==> src/rtl/assert_macros.svh <==
// assertion helpers used by the rtl core
`ifndef ASSERT_MACROS_SVH
`define ASSERT_MACROS_SVH

// same-cycle implication
`define ASSERT_IMP(label, clk, rstn, a, b) \
  label: assert property (@(posedge clk) disable iff (!(rstn)) (a) |-> (b)) \
    else $error("assertion failed");

// next-cycle implication
`define ASSERT_NXT(label, clk, rstn, a, b) \
  label: assert property (@(posedge clk) disable iff (!(rstn)) (a) |=> (b)) \
    else $error("assertion failed");

`endif

==> src/rtl/sem_pkg.sv <==
package sem_pkg;

  localparam int DEF_MAX_WIDTH  = 1024;
  localparam int DEF_MAX_HEIGHT = 1024;
  localparam int CFG_W          = 11;
  localparam int PIX_W          = 24;
  localparam int POS_W          = 10;

  localparam logic CFG_IMAGE_WIDTH  = 1'b0;
  localparam logic CFG_IMAGE_HEIGHT = 1'b1;

  localparam int ROOT_CLAMP_LIMIT = 65280;

  typedef enum logic [2:0] {
    ST_IDLE,
    ST_SHIFT,
    ST_GRAD,
    ST_SQUARE,
    ST_ROOT,
    ST_LOAD
  } state_e;

  typedef struct packed {
    logic       accept;
    logic       shift;
    logic       grad;
    logic       square;
    logic       root;
    logic       load;
    logic [1:0] sel;
    logic       last;
  } cmd_t;

  typedef struct packed {
    logic [3:0] avail;
    logic       root_done;
    logic       out_free;
  } status_t;

endpackage

==> src/rtl/sem_ctrl.sv <==
module sem_ctrl import sem_pkg::*; (
  input  logic    clk_i,
  input  logic    rst_ni,
  input  logic    in_valid_i,
  output logic    in_ready_o,
  input  status_t status_i,
  output cmd_t    cmd_o
);

  state_e     state_q, state_d;
  logic [1:0] idx_q, idx_d;
  logic       any_above;
  logic [1:0] next_idx;
  logic       any_first;
  logic [1:0] first_idx;

  always_comb begin
    any_above = 1'b0;
    next_idx  = idx_q;
    for (int k = 3; k >= 0; k--) begin
      if (status_i.avail[k] && (2'(k) > idx_q)) begin
        any_above = 1'b1;
        next_idx  = 2'(k);
      end
    end
    any_first = 1'b0;
    first_idx = 2'd0;
    for (int k = 3; k >= 0; k--) begin
      if (status_i.avail[k]) begin
        any_first = 1'b1;
        first_idx = 2'(k);
      end
    end
  end

  always_ff @(posedge clk_i or negedge rst_ni) begin
    if (!rst_ni) begin
      state_q <= ST_IDLE;
      idx_q   <= 2'd0;
    end else begin
      state_q <= state_d;
      idx_q   <= idx_d;
    end
  end

  always_comb begin
    state_d    = state_q;
    idx_d      = idx_q;
    cmd_o      = '0;
    cmd_o.sel  = idx_q;
    cmd_o.last = !any_above;
    in_ready_o = 1'b0;
    unique case (state_q)
      ST_IDLE: begin
        in_ready_o   = 1'b1;
        cmd_o.accept = in_valid_i;
        if (in_valid_i) begin
          state_d = ST_SHIFT;
        end
      end
      ST_SHIFT: begin
        cmd_o.shift = 1'b1;
        if (any_first) begin
          idx_d   = first_idx;
          state_d = ST_GRAD;
        end else begin
          state_d = ST_IDLE;
        end
      end
      ST_GRAD: begin
        cmd_o.grad = 1'b1;
        state_d    = ST_SQUARE;
      end
      ST_SQUARE: begin
        cmd_o.square = 1'b1;
        state_d      = ST_ROOT;
      end
      ST_ROOT: begin
        cmd_o.root = 1'b1;
        if (status_i.root_done) begin
          state_d = ST_LOAD;
        end
      end
      ST_LOAD: begin
        if (status_i.out_free) begin
          cmd_o.load = 1'b1;
          if (any_above) begin
            idx_d   = next_idx;
            state_d = ST_GRAD;
          end else begin
            state_d = ST_IDLE;
          end
        end
      end
      default: state_d = ST_IDLE;
    endcase
  end

endmodule

==> config.mk <==
export PLATFORM = sky130hd
export DESIGN_NAME = sem_ctrl
export DESIGN_NICKNAME = d
export VERILOG_FILES = /design/src/rtl/assert_macros.svh /design/src/rtl/sem_pkg.sv /design/src/rtl/sem_ctrl.sv
export SDC_FILE = /design/constraint.sdc
export NUM_CORES = 1
export LEC_CHECK = 0
export ABC_AREA = 1
export BUFFER_PORTS_ARGS = -buffer_cell sky130_fd_sc_hd__clkbuf_2
export CAP_MARGIN = 20
export CORE_AREA = 4 4 41 43
export CTS_CLUSTER_SIZE = 12
export DETAILED_ROUTE_END_ITERATION = 6
export DIE_AREA = 0 0 45 47
export GPL_TIMING_DRIVEN = 0
export HOLD_SLACK_MARGIN = 0.06
export PLACE_DENSITY = 0.69
export RECOVER_POWER = 50
export SLEW_MARGIN = 20
export SYNTH_ARGS = -nofsm -noshare
export SYNTH_HDL_FRONTEND = slang
export SYNTH_SLANG_ARGS = --single-unit
==> constraint.sdc <==
create_clock -name clk_i -period 1.4 [get_ports clk_i]
set_input_delay 0.28 -clock clk_i [delete_from_list [all_inputs] [get_ports clk_i]]
set_output_delay 0.28 -clock clk_i [all_outputs]
set_load 0.1 [all_outputs]
Word-level counts from Yosys, hierarchy flattened --
Cells that the tools add are included. Widths: inputs -> output; s select.
Word-level totals: logic and storage cells 60, bits of input ports 9, flip-flop bits (word level) 5, output and inout port bits 10
Operators by class: $lt $le $gt $ge 4, reductions and logical operators 9, equality and inequality tests 11, muxes and demuxes 34
Operators by type and width (number):
- $mux 2 | 13
- $pmux 3 s6 | 1
- $mux 1 | 16
- $ne 2x2->1 const B | 5
- $mux 3 | 3
- $eq 3x2->1 const B | 2
- $eq 3x3->1 const B | 2
- $ne 5x5->1 const B | 1
- $reduce_and 5->1 | 1
- $gt 1x2->1 const A | 2
- $gt 2x2->1 const A | 2
- $logic_and 1x1->1 | 4
- $pmux 2 s2 | 1
- $eq 3x1->1 const B | 1
- $logic_not 3->1 | 1
- $reduce_and 3->1 | 1
- $reduce_bool 2->1 | 1
- $logic_not 1->1 | 1

Longest topological paths before layout --
depth in word-level cells 9, gate-level depth with buffers 8, mapped depth without buffers 8

Worst setup path before layout --
Ideal clock, no wire load.
path kind reg2out, start reg state_q[1], end out cmd_o[8] in the netlist's numbering, required time 1120 ps, arrival 3371 ps, stages on the path, launching flop included 2, setup slack -2251 ps, buffers on the path 0, path through dfrtp_1 > nor4_1
RTL lines:
- start, declared | line sem_ctrl.sv:10 | state_e state_q, state_d;
- start signal, assigned | line sem_ctrl.sv:41 | state_q <= state_d;
- end, declared | line sem_ctrl.sv:7 | output cmd_t cmd_o

==> key figures <==
Yosys
  – Syn Area/Cell: 6.60 sq um
  – Synthesized Nets: 71
  – Ranking of synthesized cells by area: dfrtp_1, nand2_1, inv_1
  – Asr flop ratio synth: 100%
  – Mapped Cells: 62
  – Synthesized flop and latch total: 5
  – Most common cell in the synthesized netlist: nand2_1
  – Synth warn: 0
  – Leading area contributor after synthesis: dfrtp_1
  – Synth top cells by count: nand2_1, inv_1, dfrtp_1, nand3_1, nor2_1
  – Commonest register cell after synthesis: dfrtp_1
  – Number of synthesized flops with an enable pin: 0
  – Number of library cell types mapped by synthesis: 18
  – Sequential element share of the synthesized area: a little under a third
  – Mapped Area: approximately 400 sq um
  – Synth top area share: between 30% and 40%

Run status
  – Status: complete, but fails checks
  – Failing checks: setup timing

STA
  – Fmax achieved: just over 600 MHz
  – Endpoints failing setup: 10
  – Relative slew margins: 80.1%
  – Least-Margin Pin Slew: 301 ps
  – RSZ-0062 raised after global routing: true
  – Fin crit share: 115%
  – Post-Route Skew: 0.607 ps
  – Slew Limit Fails: 0
  – Final min period: 1610 ps
  – Final worst slack: -208 ps
  – Final Hold Fails: 0

CTS
  – H-tree depth: 1
  – Reg clk slew, reported paths: ~40 ps
  – Clock tree buffer depth: 2
  – Root buf cell: clkbuf_4
  – Clk sinks: 5
  – CTS tree: yes
  – Clock Latency Late Sink: ~240 ps
  – Total CTS buffers: 3

Drt
  – Antenna viol nets, final: 0
  – DR pass1 iterations: 5
  – Via-to-Cell Ratio: 4.76
  – Residual DRC: 0
  – Avg WL per Cell: roughly 13 um
  – Via Count: 524
  – Initial drt markers: 16
  – Final Routed Wirelength: approximately 1400 um

Setup path
  – Crit Path Category: reg -> out
  – Sum of buffers and inverters on the critical path: 2
  – CP Data Required Time: 1120 ps
  – CP peak stage delay: 490 ps
  – Worst Setup End Kind: output port
  – Crit path max-delay family: flip-flops
  – Crit path launch type: flip-flop
  – Critical path's slowest cell: dfrtp_4
  – Arrival @ worst endpoint: 1330 ps
  – Worst path cell trace: nor2_1 -> nand2_1 -> nand3_2 -> clkinvlp_4 -> clkbuf_16
  – Crit path max fanout: 4

Cells and area
  – Antenna Cells: 0
  – Area grow syn2layout: 115%
  – Layout cells sized above 1: 62.1%
  – Nets: 105
  – Post-Layout Inst Area: around 880 sq um

Floorplan
  – IO Count: 19
  – Die Area: 2120 sq um
  – Die Wd: 45 um
  – Core Area: roughly 1300 sq um
  – Chip Height: 47 um
  – Std-Cell Rows: 13
  – Initial Util: around a third

Worst hold path
  – Hold Crit Class: in -> reg

GRT
  – First-pass GRT wire length: 1970 um
  – Vias in the first global route: 454
  – Initial antenna violation count: 0
  – GRT Resource Usage Total: 13.5%
  – Aggregate global routing overflow: 0
  – Largest net degree at the start of global routing: 8

Place
  – DP Area: just under 600 sq um
  – PortBufs: 18
  – Hpwl dp: 786 um
  – RePlAce Congestion: 0.812

Flow run
  – Maxcap violations: 0
==> worst reg2reg max path: cells and delay by family (launching register included) <==
kind	cells	cell delay [ps]
buffers and inverters	2	200
AND/OR/NAND/NOR	8	640
flip-flops	1	490
==> placed cells by master (no fill, tap or decap), types with 3 or more instances in the layout <==
master     count
nand2_1       14
inv_1          8
buf_4          8
clkbuf_2       7
clkbuf_16      7
nand2_2        6
clkbuf_4       5
nand3_1        4
o21ai_1        3
dfrtp_2        3
==> timing repair <==
item | 4_1_cts | 5_1_grt
pin swaps | 3 | 6
endpoints found under the setup margin | 10 | 9
gates resized for setup | 28 | 10
buffers inserted | 4 | 6
hold endpoints to repair | 5 | 0
hold buffers | 1 | 0
==> metal layers <==
metal / track usage, % / part of all wire, % / wire length, um / vias up
met2: 21.2 / 51 / 719 / 18
met5: 0 / 0 / 0 / -
met4: 10.5 / 3.0 / 42 / 0
met1: 15.7 / 41 / 580 / 236
met3: 3.45 / 4.7 / 66 / 8
li1: - / - / - / 262
==> worst paths after layout <==
check                      slack [ps]  cells after the start                     end                  from
hold / removal                    360                      3  state_q[0]$_DFFE_PN0P_           status_i[1]
setup / recovery                 -210                      5                cmd_o[0]  idx_q[0]$_DFFE_PN0P_
min in group asynchronous         410                      2    idx_q[0]$_DFFE_PN0P_                rst_ni
max in group asynchronous         760                      2    idx_q[1]$_DFFE_PN0P_                rst_ni
setup reg to reg                  -30                     10    idx_q[0]$_DFFE_PN0P_  idx_q[0]$_DFFE_PN0P_
hold reg to reg                   580                      2    idx_q[0]$_DFFE_PN0P_  idx_q[0]$_DFFE_PN0P_
==> final cells by class <==
type,count,area [sq um]
fillers,87,423
repair buffers,29,337
multi-input cells,43,295
flip-flops and latches,5,136
inverters,14,65.1
clock buffers,4,26.3
well taps,15,18.8
==> state kept, by name, summed over array words and instances (netlist names) <==
signal	flops
state_q	3
idx_q	2
==> kinds of logic after synthesis <==
| family | Yosys count | synth area share, % |
|---|---|---|
| and+or+nand+nor | 36 | 44.6 |
| DFF | 5 | 30.6 |
| AOI/OAI and AO/OA | 7 | 11.3 |
| buffers and inverters | 14 | 13.5 |
==> through the flow <==
| stage | util (%) | setup TNS (ps) | setup slack [ps] | hold WS [ps] | instances |
|---|---|---|---|---|---|
| after floorplan | - | -3730 | -463 | -15.6 | 62 |
| after global placement | 44.6 | -851 | -159 | 98.8 | 95 |
| after detailed placement | 44.6 | -882 | -157 | 98.2 | 95 |
| after CTS | 61.9 | -1230 | -196 | 343 | 104 |
| after global routing | 67.5 | -1870 | -232 | 390 | 110 |
| final | 67.5 | -1390 | -208 | 358 | 110 |
Power is left out: the tool's default activity adds up to more than one toggle a clock period on the data nets, which glitch-free logic cannot reach.
